$ cat config.mk
export PLATFORM = sky130hd
export DESIGN_NAME = ffa_mult
export DESIGN_NICKNAME = d
export VERILOG_FILES = /design/src/sv/ffa_mult.sv
export SDC_FILE = /design/constraint.sdc
export NUM_CORES = 2
export LEC_CHECK = 0
export ABC_AREA = 1
export BUFFER_PORTS_ARGS = -buffer_cell sky130_fd_sc_hd__buf_4
export CAP_MARGIN = 0
export CORE_UTILIZATION = 45
export DETAILED_ROUTE_END_ITERATION = 8
export PLACE_DENSITY_LB_ADDON = 0.15
export SYNTH_ARGS = -nofsm -noshare
export SYNTH_HDL_FRONTEND = slang
export SYNTH_SLANG_ARGS = --single-unit
$ cat constraint.sdc
create_clock -name clock -period 10.3 [get_ports clock]
set_clock_uncertainty 0.15 [all_clocks]
set_input_delay 1.03 -clock clock [delete_from_list [all_inputs] [get_ports clock]]
set_output_delay 1.03 -clock clock [all_outputs]
set_load 0.02 [all_outputs]
$ cat src/sv/ffa_mult.sv
module ffa_mult (
   input  logic         clock,
   input  logic         reset,
   input  logic         start,
   input  logic [63:0]  op_a,
   input  logic [63:0]  op_b,
   output logic         done,
   output logic [127:0] product
);

   logic [1:0]   step_ff;
   logic         run_ff;
   logic         pv_ff;
   logic         plast_ff;
   logic [1:0]   sh_ff;
   logic [63:0]  pr_ff;
   logic [127:0] acc_ff;
   logic         done_ff;
   logic [31:0]  aw;
   logic [31:0]  bw;

   assign aw = step_ff[1] ? op_a[63:32] : op_a[31:0];
   assign bw = step_ff[0] ? op_b[63:32] : op_b[31:0];

   always_ff @(posedge clock) begin
      if (reset) begin
         run_ff   <= 1'b0;
         pv_ff    <= 1'b0;
         plast_ff <= 1'b0;
         done_ff  <= 1'b0;
         step_ff  <= '0;
      end else begin
         done_ff  <= pv_ff & plast_ff;
         pv_ff    <= run_ff;
         plast_ff <= run_ff && (step_ff == 2'd3);
         if (start) begin
            run_ff  <= 1'b1;
            step_ff <= '0;
         end else if (run_ff) begin
            step_ff <= step_ff + 2'd1;
            if (step_ff == 2'd3) run_ff <= 1'b0;
         end
      end
   end

   // one 32x32 partial product a cycle, accumulated in the cycle after it is registered
   always_ff @(posedge clock) begin
      if (start) acc_ff <= '0;
      else if (pv_ff) acc_ff <= acc_ff + ({64'b0, pr_ff} << (32 * sh_ff));
      if (run_ff) begin
         pr_ff <= aw * bw;
         sh_ff <= {1'b0, step_ff[1]} + {1'b0, step_ff[0]};
      end
   end

   assign done    = done_ff;
   assign product = acc_ff;

endmodule

# ---- After elaboration in Yosys (flattened, before gate mapping)
# Cells that the tools add are included.
dict set report word_totals {
  ff_bits 200
  input_bits 131
  out_inout_bits 129
  elab_cells 22
}
dict set report op_classes {
  n_addsub 3
  n_mul 1
  n_eq_ne 1
  n_shift 1
  n_mux 5
  bitwise 1
  reduce_logical 2
}
# cell n
set op_table {}
lappend op_table {{$add A128 B128 Y128} 1}
lappend op_table {{$shl A64 B7 Y128} 1}
lappend op_table {{$mul A32 B32 Y64} 1}
lappend op_table {{$mux W32} 2}
lappend op_table {{$mux W1} 3}
lappend op_table {{$add A1 B1 Y2} 1}
lappend op_table {{$add A2 B1 Y2 const B} 1}
lappend op_table {{$eq A2 B2 Y1 const B} 1}
lappend op_table {{$reduce_or A2 Y1} 1}
lappend op_table {{$and A1 B1 Y1} 1}
lappend op_table {{$logic_and A1 B1 Y1} 1}

# ---- Depth between registers and ports, before layout
dict set report depth {
  ltp_word 4
  ltp_mapped 34
  depth_no_buf 32
}

# ---- Worst setup path before layout
# OpenSTA, ideal clock, no wires.
dict set report synth_path {
  path_type {input to register}
  start {in op_b[41]}
  end {reg pr_ff[59] (data pin)}
  setup_time_ps 260
  arrival_ps 7187
  required_time_ps 9890
  path_slack_ps 2703
  cell_stages 30
  n_path_buf 1
  path_cell_list {inv_1 > nand2_1 > o21ai_1 > clkinv_1 > clkbuf_1 > nand2_1 > fa_1 > inv_1 > fa_1 > inv_1 > fa_1 > inv_1 > fa_1 > inv_1 > fa_1 > inv_1 > fa_1 > inv_1 > fa_1 > fa_1 > inv_1 > ha_1 > nand2_1 > inv_1 > a21boi_0 > a21boi_0 > nand3_1 > nand4_1 > nand2_1 > xor2_1}
}
dict set report synth_via {
  elab_chain_cells 2
}
# item line_no
set synth_rtl {}
lappend synth_rtl {{from (decl)} 6} ;# input logic [63:0] op_b,
lappend synth_rtl {{$mux W32} 23} ;# assign bw = step_ff[0] ? op_b[63:32] : op_b[31:0];
lappend synth_rtl {{$mul A32 B32 Y64} 51} ;# pr_ff <= aw * bw;
lappend synth_rtl {{to (signal assigned)} 51}
lappend synth_rtl {{to (decl)} 16} ;# logic [63:0] pr_ff;
# No other way between the ends.
# A chain may end at the register's enable or synchronous reset.

# ---- Worst setup path after layout
dict set report layout_path {
  start {reg step_ff[0]}
  end {reg pr_ff[52] (data pin)}
}
dict set report layout_via {
  elab_chain_cells 2
}
# item line_no
set layout_rtl {}
lappend layout_rtl {{from (decl)} 11} ;# logic [1:0] step_ff;
lappend layout_rtl {{from (signal assigned)} 40} ;# step_ff <= step_ff + 2'd1;
lappend layout_rtl {{$mux W32} 23}
lappend layout_rtl {{$mul A32 B32 Y64} 51}
# No other way between the ends.

==> summary.txt <==
Yosys
  – Sequential share of the synthesized area: 0.08321
  – Synthesized area: 56060 µm²
  – Yosys reg bits: 200
  – Cells after Synth: 8482
  – Post-synth net total: 9901
  – Mean Syn Cell Area: 6.609 µm²
  – Number of distinct library cells after synthesis: 44
  – Yosys Warn Count: 0

STA
  – Max Clk Rate: 104.8 MHz
  – Slew Viols, Final: 0
  – Rel. slew slack: 0.1495
  – Worst slew pin tran: 1276 ps
  – RSZ-0062 raised after global routing: no
  – Worst setup margin: 760.8 ps
  – Min Clock Period, post-route: 9539 ps
  – Setup Viol. Count Final: 0
  – Final period util: 0.9261
  – Final hold vios: 0
  – Total negative slack: 0 ps

Outcome
  – Status: completed

Setup path
  – CP arrival: 9690 ps
  – Max Fanout on Critical Path: 48
  – Critical Path RT: 10450 ps
  – Crit path launch type: flip-flop
  – Setup CP Type: flip-flop to flip-flop
  – Setup crit end kind: flip-flop

Min path
  – Hold Crit Class: flip-flop to flip-flop

GRT
  – Initial antenna violation count: 3
  – Remaining global-route overflow: 0
  – Vias in the first global route: 53817
  – First-pass GRT wire length: 357700 µm
  – Pin count of the biggest net entering global routing: 120
  – GRT Overall Usage: 0.3948

Final layout
  – Commonest non-fill, non-tap cell in the layout: nand2_1
  – Area growth, synth to finish: 8.338%
  – # fillers: 13193
  – Register area: 4677 µm²
  – Commonest cells after routing, fill and taps aside: 2305 x nand2_1, 2150 x inv_1, 1295 x nor2_1
  – Fin cells: 10297
  – Layout cell share with drive strength beyond 1: 0.07046
  – Multi-input logic area: 42390 µm²
  – Layout Nets: 10065

Drt
  – Detailed-route via count: 53788
  – Final ANT Viol Nets: 0
  – DRC: 0
  – Drt total wl: 247600 µm
  – Vias per cell: 5.224
  – Average wire per standard cell: 24.05 µm
  – Initial DRC count: 4899
  – DRT Pass-1 Iters: 6

Clock tree
  – Clk buf depth: 2
  – CTS Root Cell: clkbuf_16
  – CTS Buf Count: 17
  – Insertion delay to the later sink of the worst-skew pair: 560 ps
  – Post-CTS Setup Bufs: 0
  – CTS sink cnt: 200
  – TritonCTS clock tree: done
  – CTS H-Tree Depth: 4
  – Post-CTS sizing: 0
  – Post-CTS Hold Fix Bufs: 0
  – Reg clk slew, reported paths: 90 ps

Place
  – GPL Wtd Cong: 1.053
  – # placed instances: 10264
  – IO Port Bufs: 259
  – Dpl ws: 759.9 ps
  – DP HPWL: 211000 µm

Floorplan
  – Die W: 355.0 µm
  – Core Rows: 129
  – Die area: 126000 µm²
  – Die height: 355.0 µm
  – Initial Utilization: 0.4534
  – Boundary Pins: 260
  – Core area: 123600 µm²

Run
  – Number of max-cap violations: 0
-- Yosys cell counts, drive strengths merged --
cell	n	area [µm²]
dfxtp	134	2683
nor2	1345	5189
a211oi	3	22.52
clkinv	24	90.09
a31oi	20	125.1
nor3	50	316.6
clkbuf	190	713.2
and2	4	27.53
edfxtp	66	1982
buf	42	201.5
nor4	3	18.77
ha	391	4892
nand4	27	168.9
o211ai	12	90.09
or2	3	18.77
and3	1	6.260
o31ai	1	7.510
fa	897	17960
o21bai	16	120.1
inv	2168	8138
xnor2	22	192.7
o2111ai	3	26.28
o21ai	257	1361
a21boi	3	26.27
nand3	174	945.9
a21o	16	120.1
a21oi	161	817.0
nand2	2345	8902
xor2	95	832.1
o21a	9	67.56
-- flip-flops by register name, indices dropped and copies added, names as in the netlist --
register  cells
plast_ff      1
pr_ff        64
product     128
run_ff        1
done          1
step_ff       2
pv_ff         1
sh_ff         2
-- cells by family (layout without fill, tap and decap cells) --
group / after synthesis / after routing / share of synthesized area
simple gates: 3952 / 3952 / 0.2782
buf+inv: 2424 / 2600 / 0.1631
fa+ha+maj: 1288 / 1288 / 0.4076
compound gates: 501 / 501 / 0.04966
flops: 200 / 200 / 0.08321
xor+xnor: 117 / 117 / 0.01828
other cells: 0 / 2 / 0
-- stage by stage --
| stage | hold WS [ps] | utilization | cell area [µm²] |
|---|---|---|---|
| finish | 401.0 | 0.4912 | 60730 |
| global route | 420.4 | 0.4912 | 60730 |
| CTS | 395.0 | 0.4912 | 60730 |
| detailed placement | 370.1 | 0.4868 | 60190 |
| global placement | 360.0 | 0.4868 | 60190 |
| floorplan | 254.5 | - | 56060 |
-- critical path, cell delays in order, from the launching register on --
cell and delay, ps:
dfxtp_4 530, buf_4 310, o21ai_2 980, clkinv_1 690, nand2_1 240, fa_1 450
fa_1 520, fa_1 460, fa_1 540, inv_1 50, fa_1 490, inv_1 50
fa_1 550, fa_1 430, fa_1 500, inv_1 50, ha_1 510, nand2_1 160
nor2_1 110, inv_1 80, o21ai_0 730, a21oi_1 220, o2111ai_1 250, nand2_1 110
-- area by class of cell --
cell class              instances  share of cell area
inverters                    2192              0.1355
well taps                    1637             0.03372
repair buffers                377             0.04681
clock buffers                  17            0.007005
multi-input cells            5858              0.6980
flip-flops and latches        200             0.07701
diodes                          2          0.00008241
clock inverters                14            0.001916
-- worst paths after layout --
check | startpoint | endpoint | slack [ps] | cells past startpoint
min reg2reg | product[48] | product[48] | 400 | 2
max reg2reg | step_ff[0] | pr_ff[52] | 760 | 23
max | step_ff[0] | pr_ff[52] | 760 | 23
min | product[48] | product[48] | 400 | 2
-- metal layers --
metal	vias to the layer above	GRT usage	wire, µm
li1	24816	-	-
met1	25928	0.4706	93480
met2	2456	0.6673	116800
met3	584	0.05256	17840
met4	4	0.2610	19480
met5	-	0	34
Power is not shown: default switching activity piles up to over one toggle a cycle in this logic, so the estimate is an artifact.
