### src/sv/ffa_divider.sv
module ffa_divider #(
   parameter int DW = 64,
   parameter int NW = 33
) (
   input  logic          clock,
   input  logic          reset,
   input  logic          start,
   input  logic [DW-1:0] dividend,
   input  logic [NW-1:0] divisor,
   output logic          done,
   output logic [DW-1:0] quotient
);

   localparam int CW = $clog2(DW + 1);

   logic [NW-1:0] rem_ff;
   logic [DW-1:0] quo_ff;
   logic [CW-1:0] cnt_ff;
   logic          run_ff;
   logic          done_ff;
   logic [NW:0]   trial;
   logic [NW:0]   diff;
   logic          ge;

   // restoring division, one quotient bit a cycle
   assign trial = {rem_ff, quo_ff[DW-1]};
   assign diff  = trial - {1'b0, divisor};
   assign ge    = ~diff[NW];

   always_ff @(posedge clock) begin
      if (reset) begin
         run_ff  <= 1'b0;
         done_ff <= 1'b0;
         cnt_ff  <= '0;
      end else begin
         done_ff <= 1'b0;
         if (start) begin
            run_ff <= 1'b1;
            cnt_ff <= '0;
         end else if (run_ff) begin
            cnt_ff <= cnt_ff + CW'(1);
            if (cnt_ff == CW'(DW - 1)) begin
               run_ff  <= 1'b0;
               done_ff <= 1'b1;
            end
         end
      end
   end

   always_ff @(posedge clock) begin
      if (start) begin
         rem_ff <= '0;
         quo_ff <= dividend;
      end else if (run_ff) begin
         rem_ff <= ge ? diff[NW-1:0] : trial[NW-1:0];
         quo_ff <= {quo_ff[DW-2:0], ge};
      end
   end

   assign done     = done_ff;
   assign quotient = quo_ff;

endmodule

### config.mk
export PLATFORM = sky130hd
export DESIGN_NAME = ffa_divider
export DESIGN_NICKNAME = d
export VERILOG_FILES = /design/src/sv/ffa_divider.sv
export SDC_FILE = /design/constraint.sdc
export NUM_CORES = 1
export LEC_CHECK = 0
export BUFFER_PORTS_ARGS = -buffer_cell sky130_fd_sc_hd__buf_2
export CAP_MARGIN = 10
export CELL_PAD_IN_SITES_DETAIL_PLACEMENT = 1
export CELL_PAD_IN_SITES_GLOBAL_PLACEMENT = 2
export CORE_AREA = 5 5 137 152
export DETAILED_ROUTE_END_ITERATION = 8
export DIE_AREA = 0 0 142 157
export PLACE_DENSITY = 0.91
export SETUP_SLACK_MARGIN = 0.3
export SKIP_CTS_REPAIR_TIMING = 1
export SLEW_MARGIN = 10
export SYNTH_ARGS = -nofsm -noshare
export SYNTH_HDL_FRONTEND = slang
export SYNTH_SLANG_ARGS = --single-unit
### constraint.sdc
create_clock -name clock -period 5.24 [get_ports clock]
set_input_delay 0.262 -clock clock [delete_from_list [all_inputs] [get_ports clock]]
set_output_delay 0.262 -clock clock [all_outputs]
set_load 0.005 [all_outputs]
* Yosys cells after proc, flatten, opt, wreduce, memory -nomap -nowiden
Cells that the tools add are included. W data, S select, Z words.
Word-level totals: word-level logic and storage cells 20, bits in registers 106, output and inout bits 65, bits of input ports 100
Operators by class: reduce and logical (&&, ||, !) cells 3, add/sub/neg operators 2, mux-type cells 7, equal/unequal tests 1, bitwise operators 2
Operator list (count):
- $mux W64 | 2
- $sub A34 B33 Y34 | 1
- $mux W33 | 1
- $add A7 B1 Y7 const B | 1
- $eq A7 B6 Y1 const B | 1
- $mux W1 | 4
- $reduce_or A3 Y1 | 1
- $not A1 Y1 | 2
- $reduce_bool A2 Y1 | 1
- $reduce_or A2 Y1 | 1

* Depth between registers and ports, before layout
Gate-level depths: netlist (run 1).
depth in word-level cells 4, depth in mapped cells 15, gate-level depth less buffers 12

* Worst setup path before layout (run 1)
OpenSTA, ideal clock, no wires.
path kind reg2reg, start reg quo_ff[63] (netlist: quotient[63]), end reg rem_ff[32], library setup time 0.059 ns, data required time 5.181 ns, path buffers 0, period minus slack after synthesis 3.056 ns, path slack 2.184 ns, cell stages (with the launch flop) 13, arrival time 2.998 ns, path through edfxtp_1 -> inv_1 -> ha_1 -> fa_1 -> nor2b_1 -> o2111ai_1 -> a211o_1 -> a311o_1 -> a2111oi_1 -> o31ai_1 -> xor2_1 -> o211ai_1 -> o211a_1
Between the ends: longest elaborated chain between the ends 2
RTL lines:
- from (decl) | line 17 | logic [DW-1:0] quo_ff;
- from (signal assigned) | line 53 | quo_ff <= dividend;
- from (signal assigned) | line 56 | quo_ff <= {quo_ff[DW-2:0], ge};
- $sub A34 B33 Y34 | line 27 | assign diff = trial - {1'b0, divisor};
- $mux W33 | line 55 | rem_ff <= ge ? diff[NW-1:0] : trial[NW-1:0];
- to (signal assigned) | line 55
- to (decl) | line 16 | logic [NW-1:0] rem_ff;
Every way passes these cells. A chain may end at the register's enable or synchronous reset.

* Worst setup path after layout (run 1)
start reg rem_ff[24], end reg rem_ff[0]
Between the ends: longest elaborated chain between the ends 2
RTL lines (line):
- $sub A34 B33 Y34 | 27
- $mux W33 | 55
Every way passes these cells.

==> results of run 1 <==
-- per-stage QoR --
step / std cells / utilization [%] / instance area (sq um)
5_1_grt: 1058 / 41.23 / 7820
2_1_floorplan: 665 / - / 6511
3_5_place_dp: 1042 / 39.59 / 7508
3_3_place_gp: 1042 / 39.59 / 7508
6_report: 1058 / 41.23 / 7820
4_1_cts: 1058 / 41.23 / 7820
-- cells by family after synthesis --
logic type | after synthesis | synth area share [%]
flip-flops | 106 | 42.43
multiplexers | 68 | 11.66
AO/OA/AOI/OAI | 173 | 17.85
buffers and inverters | 82 | 5.150
XOR/XNOR | 27 | 3.632
AND/OR/NAND/NOR | 174 | 12.43
adder cells (fa/ha/maj) | 35 | 6.841
-- cells in the final DEF, fill, tap and decap left out, drive strengths merged, types with 4 or more instances in the layout --
cell type  synthesis  final
buf               14    169
edfxtp            64     64
mux2              63     63
nor2              56     56
a21oi             55     55
nand2             50     50
inv               43     46
dfxtp             42     42
ha                34     34
o21ai             25     25
a211oi            18     18
nor3              15     15
xnor2             15     15
nand3             12     12
xor2              12     12
clkbuf            25      9
or3                8      8
o31ai              7      7
a311oi             7      7
nand4              7      7
o21bai             6      6
o211ai             6      6
o21a               6      6
a21o               6      6
and3               5      5
nor2b              5      5
mux2i              5      5
or2                5      5
a31oi              4      4
o2111ai            4      4
o211a              4      4
clkinv             0      4
-- metal layers --
metal  wire length [microns]  GRT usage, %  vias to the layer above
met1                    8424         21.30                     2722
li1                        -             -                     2726
met3                     723         2.552                       30
met4                     454         5.393                        0
met2                    9485         28.40                      111
met5                       0             0                        -
-- layout make-up --
type	count	area, sq um	share of cell area [%]
Clock buffer	9	225.2	2.880
Clock inverter	7	86.33	1.104
Inverter	43	161.4	2.064
Multi-Input combinational cell	477	3413	43.65
Sequential cell	106	2764	35.34
Tap cell	247	309.0	3.952
Timing Repair Buffer	169	860.8	11.01
-- final timing paths --
kind / from / endpoint / slack, ns
max reg2reg: rem_ff[24]$_SDFFE_PP0P_ / rem_ff[0]$_SDFFE_PP0P_ / 1.60
min: reset / run_ff$_SDFF_PP0_ / 0.11
min reg2reg: rem_ff[4]$_SDFFE_PP0P_ / rem_ff[5]$_SDFFE_PP0P_ / 0.49
max: rem_ff[24]$_SDFFE_PP0P_ / rem_ff[0]$_SDFFE_PP0P_ / 1.60
-- registers in the layout, indices dropped and copies added, names as in the netlist --
register  count
cnt_ff        7
rem_ff       33
done          1
run_ff        1
quotient     64
-- critical path, stage by stage (launching register included) --
cell	delay (ns)
dfxtp_1	0.34
ha_1	0.44
nand4_2	0.16
or3_1	0.43
or3_1	0.34
a211oi_2	0.25
o31a_1	0.17
or2_1	0.57
buf_4	0.43
nor2_1	0.08
a21oi_1	0.17
a211oi_1	0.09
-- synthesized netlist by cell type, types with 4 or more instances --
master,count,area share [%]
xnor2_1,15,2.0
a211oi_1,15,1.7
and3_1,5,0.48
o2111ai_1,4,0.54
xor2_1,12,1.6
a31oi_1,4,0.38
clkbuf_1,24,1.4
dfxtp_1,42,13
edfxtp_1,64,30
o211a_1,4,0.61
inv_1,43,2.5
a21oi_1,55,4.2
or2_2,4,0.38
or3_1,8,0.77
ha_1,34,6.5
a21o_1,6,0.69
o31ai_1,7,0.81
mux2_2,63,11
nand4_1,6,0.58
o211ai_1,6,0.69
a311oi_1,7,0.94
o21a_1,6,0.69
o21ai_0,25,1.9
nand3_1,12,0.92
o21bai_1,6,0.69
nand2_1,50,2.9
mux2i_1,5,0.77
buf_2,12,0.92
nor2b_1,5,0.48
nor2_1,56,3.2
nor3_1,15,1.2
-- report_power, final --
group	leakage, nW	internal, mW	switching, mW	total, mW
combinational	2.15	0.253	0.327	0.580
sequential	0.989	0.975	0.0501	1.03
clock	0.151	0.343	0.363	0.707
total	3.29	1.57	0.740	2.31
==> flow_results.org, run 1 <==
** Floorplan
- Once the floorplan was initialized, standard cells occupied 34.33% of the core.
- Placement Rows :: 53
- Die extent in y :: 157 microns
- The core region is ~19000 sq um.
- Floorplan die width :: 142 microns
- Area enclosed by the die boundary :: 22290 sq um
- Top-Level Pins :: 165

** STA
- Setup slack on the critical path of the routed design comes to 1.603 ns.
- Unrepaired setup endpoints after global routing :: no
- Post-layout minimum cycle time :: 3.637 ns
- The number of hold-slack violations in the final timing report is 0.
- Clock skew :: 0.01644 ns
- Number of setup violations in the final report :: 0
- On the final layout, the worst hold slack is 0.1073 ns.
- Measured against its own limit, the worst slew margin works out to 52.47%.
- The max-slew violation count is 0.
- Worst Max-Slew Pin Slew :: between 0.7 and 0.8 ns
- Tcrit/Tclk final :: 69.41%
- Summed over all failing endpoints, the final setup total negative slack is 0 ns.
- Derived from the worst setup path, the maximum achievable clock frequency is 274.9 MHz.

** Routing
- Count of antenna-violating nets left after detailed routing :: 0
- The detailed router finished its first iteration with around 300 violations.
- The final layout contains routed wiring with a total length of 19090 microns.
- In the final routed layout, each cell accounts on average for 18.04 microns.
- In the routed design, unresolved DRC markers number 0.
- The routed layout has 5589 vias.
- Pre-Repair DR Iteration Count :: 4
- Dividing the detail-routed via count by the number of cells gives around 5.3.

** Global route
- The number of global-route vias before repair came to ~5800.
- Antenna violations before repair :: 0
- Global routing consumed, over all layers together, between 10% and 20% of the routing resources.
- The first global-routing pass estimated 29840 microns of wire.
- For this run the aggregate overflow at the end of global routing stands at 0.
- Maximum number of pins on one net before global-route repair :: 63

** Clock tree
- CTS H-Tree Depth :: 3
- The clock reaches the later pin of the worst-skew pair after 0.36 ns.
- Clock-pin slew was measured on the worst setup and hold paths at 0.08 ns.
- The longest clock path from root to sink contains 2 buffers.
- TritonCTS built the clock tree.
- CTS sink cnt :: roughly 110
- Number of buffers inserted during clock tree synthesis :: 9
- Clock root buffer master :: clkbuf_16

** Finish
- Layout cell share with drive strength beyond 1 :: about 32%
- Net count of the finished layout :: around 940
- Fillcell total :: 2257
- Antenna cells :: 0
- Compared with the post-synthesis result, the final layout area differs by 20.10%.

** Place
- Detailed placement ended at an HPWL of 14640 microns.
- Port buffering added between 150 and 200 buffers.
- The congestion estimate from routability-driven global placement came to 0.7946.
- Before CTS, the worst setup slack after placement is between 1.5 and 2 ns.

** Synth
- Nets in the synthesized netlist :: 800
- The synthesized design contains 106 register bits.
- Counting flops with an async set or reset pin after synthesis yields a share of 0%.
- Mean cell area of the mapped netlist :: approximately 9.8 sq um
- The netlist uses 60 different library cells.
- The synthesized design contains 64 enable-type register cells.
- The most used flip-flop cell after synthesis is edfxtp_1.
- Synthesized cell area :: approximately 6500 sq um
- Warnings, synthesis :: 0
- Cells after Synth :: 665
- After synthesis, flip-flops and latches occupy 42.43% of the total area.

** Pwr
- Total chip power :: between 2 and 2.5 mW
- The worst-case IR drop observed on VDD is 0.1502 mV.
- Leakage power of the design :: 3.285 nW
- Total power divided by cell area :: 295.6 nW/um^2

** Outcome
- The run finished with clean final reports.

** Job
- Maxcap violations :: 0

** Worst setup path
- Endpoint arrival time on the critical path :: roughly 3.8 ns
- Startpoint type of the worst setup path :: flip-flop
- Critical path class :: reg -> reg
- The worst setup path is captured at a flip-flop.
- For the worst setup path, the data required time is 5.45 ns.
- Of all nets on the critical path, the largest fanout is 27.
- The number of cells on the worst reg-to-reg path is 11.

** Min path
- Path class of the lowest-slack min-delay path :: in -> reg
- Along the worst hold path, the cell count comes to 2.
Note: power is estimated with default switching activity, not from simulation.
==> run 2: changes to the inputs <==
--- a/config.mk
+++ b/config.mk
@@ -9,10 +9,10 @@
 export CAP_MARGIN = 10
 export CELL_PAD_IN_SITES_DETAIL_PLACEMENT = 1
 export CELL_PAD_IN_SITES_GLOBAL_PLACEMENT = 2
-export CORE_AREA = 5 5 137 152
+export CORE_AREA = 5 5 140 156
 export DETAILED_ROUTE_END_ITERATION = 8
-export DIE_AREA = 0 0 142 157
-export PLACE_DENSITY = 0.91
+export DIE_AREA = 0 0 145 161
+export PLACE_DENSITY = 0.87
 export SETUP_SLACK_MARGIN = 0.3
 export SKIP_CTS_REPAIR_TIMING = 1
 export SLEW_MARGIN = 10
==> constraint.sdc (replaced) <==
create_clock -name clock -period 3.8 [get_ports clock]
set_input_delay 0.19 -clock clock [delete_from_list [all_inputs] [get_ports clock]]
set_output_delay 0.19 -clock clock [all_outputs]
set_load 0.005 [all_outputs]
==> run 2 against run 1 <==
- sequential share of layout area is 0.25 points lower
- sequential power is 37% higher
- worst hold slack worse by 0.070 ns
- combinational power is 42% higher
- critical path type unchanged
- largest cell class unchanged
- largest power group unchanged
- highest routed layer is now met5
==> flow_results.org, run 2 (synthesis gave the netlist of run 1 again) <==
** STA
- Tcrit/Tclk final :: 85.60% (+16 points)
- The least setup slack across all paths after layout is 0.5472 ns (-1.056 ns).
- Number of setup violations in the final report :: 0 (unchanged)
- The relative max-transition margin was 48.96% (-3.5 points).
- The measured slew at the worst slew-check pin came to 0.7656 ns (+0.05267 ns).
- Unrepaired setup endpoints after global routing :: yes
- The clock skew is 0.01348 ns (-0.002953 ns).
- Peak Freq :: 307.4 MHz (+12%)
- Final hold violation count :: 0 (unchanged)
- The sum of negative setup slack is 0 ns (unchanged).
- Post-layout minimum cycle time :: 3.253 ns (-0.3843 ns)
- Final max-slew violation count :: 0 (unchanged)

** Worst setup path
- Cells along the critical path :: inv_1 -> ha_1 -> fa_1 -> nor2b_1 -> o2111ai_1 -> a211o_1 -> a311o_1 -> a2111oi_2 -> o31ai_1 -> xor2_1 -> o211ai_1 -> o211a_1
- The data required time of the critical path is 4.10 ns (-1.35 ns).
- In this run the critical register-to-register path is captured at rem_ff[32]$_SDFFE_PP0P_.
- Longest individual stage delay on the worst path :: 0.44 ns (-0.13 ns)
- Critical path class :: reg -> reg
- Cells on worst reg2reg path :: 12 (+1)
- The register-to-register path setup slack came to 0.55 ns (-1.06 ns).
- Kind of cell with the highest combined delay on the critical path :: compound AO/OA/AOI/OAI gates
- Endpoint arrival time on the critical path :: 3.55 ns (-0.29 ns)
- Kind of end point of the critical path :: flip-flop
- Buffering stage count on the worst path with inverters included :: 1 (unchanged)
- Cell with the biggest individual delay on the critical path :: a2111oi_2
- Maximum fanout count along the critical path :: 4 (-85%)
- Reg2Reg Launch Point :: quotient[63]$_DFFE_PP_
- STA classifies the critical path startpoint as a flip-flop.

** Floorplan
- Area enclosed by the die boundary :: 23350 sq um (+4.7%)
- The initial core utilization is 32.29% (-2.0 points).
- Die extent in y :: 161 microns (+2.5%)
- Floorplan die width :: 145 microns (+2.1%)
- The top-level I/O count was 165 (unchanged).
- The area of the core was 20160 sq um (+6.3%).
- Placement Rows :: 55 (+3.8%)

** Place
- The HPWL after detailed placement was 14680 microns (+0.30%).
- The number of cells after detailed placement is 1057 (+1.4%).
- Post-placement worst setup slack :: 0.4372 ns (-1.141 ns)
- Routability congestion estimate from global placement :: 0.8161 (+2.7%)
- The total of buffers placed on input and output ports came to 164 (unchanged).

** Routing
- The remaining design rule violation count came to 0 (unchanged).
- The met3 wire length was 681 microns (-5.8%).
- The met1 layer wirelength in the final routing was 8482 microns (+0.69%).
- Pre-Repair DR Iteration Count :: 4 (unchanged)
- Vias per std cell :: 5.159 (-2.3%)
- Detailed-route wire length :: 19310 microns (+1.2%)
- Number of violations reported at the end of detailed-routing iteration 0 :: 207 (-32%)
- Count of antenna-violating nets left after detailed routing :: 0 (unchanged)
- The detailed-routed wire length on met2 was 9774 microns (+3.0%).
- Total via count in the routed design :: 5536 (-0.95%)
- Highest signal layer in the routed design :: met5
- The per-cell routed wire length is 18.00 microns (-0.23%).

** Min path
- The number of instances on the worst hold path was 2 (unchanged).
- The startpoint identified for the worst hold timing path is reset.
- The min-delay analysis places its worst path in the category in -> reg.
- Hold worst-path end :: run_ff$_SDFF_PP0_

** Pwr
- Leakage power of the design :: 3.314 nW (+0.89%)
- Peak ir drop on the vdd network :: 0.2159 mV (+44%)
- Sw Pwr :: 1.040 mW (+41%)
- The sum of internal, switching and leakage power was 3.224 mW (+39%).
- Part of the power in registers :: 43.7% (-0.6 points)
- The total power density per cell area is 409.4 nW/um^2 (+38%).
- The net switching fraction of the power was 32.26% (+0.24 points).
- Clk network pwr share :: 30.9% (+0.3 points)
- The internal portion of total power was 2.184 mW (+39%).
- Combinational share of power :: 25.5% (+0.4 points)

** Finish
- Most used cells in the layout excluding fill and tap cells :: buf_2 (163), edfxtp_1 (64), mux2_2 (63)
- Layout overhead on the synthesized area :: 20.96%
- Number of flip-flops in the largest register :: 64 (unchanged)
- Finished Core Util :: 39.06% (-2.2 points)
- Leaving out fill and tap cells, the most frequent cell in the layout is buf_2.
- The layout net count came to 947 (+0.64%).
- Layout cell share with drive strength beyond 1 :: 32.80% (+0.62 points)
- The final non-filler cell total came to 1073 (+1.4%).
- Antenna cells :: 0 (unchanged)

** Global route
- Antenna violations before repair :: 1 (+1)
- The number of global-route vias before repair was 5934 (+2.8%).
- Maximum number of pins on one net before global-route repair :: 63 (unchanged)
- Global route overflow :: 0 (unchanged)
- GRT Resource Usage Total :: 16.17% (-0.37 points)
- First-pass GRT wire length :: 31310 microns (+5.0%)

** Clock tree
- Clock tree synthesis selected as its root buffer the cell clkbuf_16.
- Clock latency of the later-clocked register in the worst-skew pair :: 0.36 ns (about the same)
- CTS sink cnt :: 106 (unchanged)
- Clock-pin slew on the worst setup and hold paths :: 0.08 ns (about the same)
- TritonCTS built the clock tree.
- The H-tree depth is 3 (unchanged).
- Clk buf depth :: 2 (unchanged)
- Number of buffers inserted during clock tree synthesis :: 9 (unchanged)

** Outcome
- Result of the run :: complete, no violations

** Job
- Maxcap violations :: 0 (unchanged)
==> run 2: cell count changes in the layout (fill, tap and decap cells not counted), sizes merged <==
| cell | before | now |
|---|---|---|
| clkinv | 4 | 2 |
| buf | 169 | 175 |
| inv | 46 | 48 |
==> run 2: worst max-delay path by stage <==
| stage | startpoint | to | slack (ns) | depth (start not counted) |
|---|---|---|---|---|
| after floorplan | quotient[63]$_DFFE_PP_ | rem_ff[32]$_SDFFE_PP0P_ | 0.74 | 12 |
| after global placement | quotient[63]$_DFFE_PP_ | rem_ff[32]$_SDFFE_PP0P_ | 0.49 | 12 |
| after detailed placement | quotient[63]$_DFFE_PP_ | rem_ff[32]$_SDFFE_PP0P_ | 0.44 | 12 |
| after CTS | quotient[63]$_DFFE_PP_ | rem_ff[32]$_SDFFE_PP0P_ | 0.41 | 12 |
| after global routing | quotient[63]$_DFFE_PP_ | rem_ff[32]$_SDFFE_PP0P_ | 0.24 | 12 |
| final | quotient[63]$_DFFE_PP_ | rem_ff[32]$_SDFFE_PP0P_ | 0.55 | 12 |
==> run 2: layout make-up <==
| class | instances | area [sq um] |
|---|---|---|
| Sequential cell | 106 | 2764 |
| Tap cell | 256 | 320.3 |
| Multi-Input combinational cell | 477 | 3418 |
| Clock inverter | 7 | 81.33 |
| Timing Repair Buffer | 175 | 905.9 |
| Fill cell | 2399 | 12290 |
| Clock buffer | 9 | 225.2 |
| Inverter | 43 | 161.4 |
==> run 2: metal layers <==
metal | up-vias | GRT usage (%)
li1 | 2738 | -
met1 | 2670 | 19.93
met2 | 99 | 28.67
met3 | 27 | 3.283
met4 | 2 | 4.452
met5 | - | 0
==> run 2: power by group through the flow <==
stage / clock network, mW / registers [mW] / logic (mW)
3_3_place_gp: 0 / 1.43 / 0.813
3_5_place_dp: 0 / 1.43 / 0.822
4_1_cts: 1.02 / 1.41 / 0.828
5_1_grt: 1.07 / 1.43 / 0.911
6_report: 0.995 / 1.41 / 0.821
2_1_floorplan: 0 / 1.43 / 0.536
==> run 2: through the flow <==
| step | hold slack (ns) | area, sq um |
|---|---|---|
| after global routing | 0.03127 | 7876 |
| after detailed placement | 0.4018 | 7565 |
| after floorplan | 0.2624 | 6511 |
| after global placement | 0.4005 | 7565 |
| after CTS | 0.01896 | 7871 |
| final | 0.03703 | 7876 |
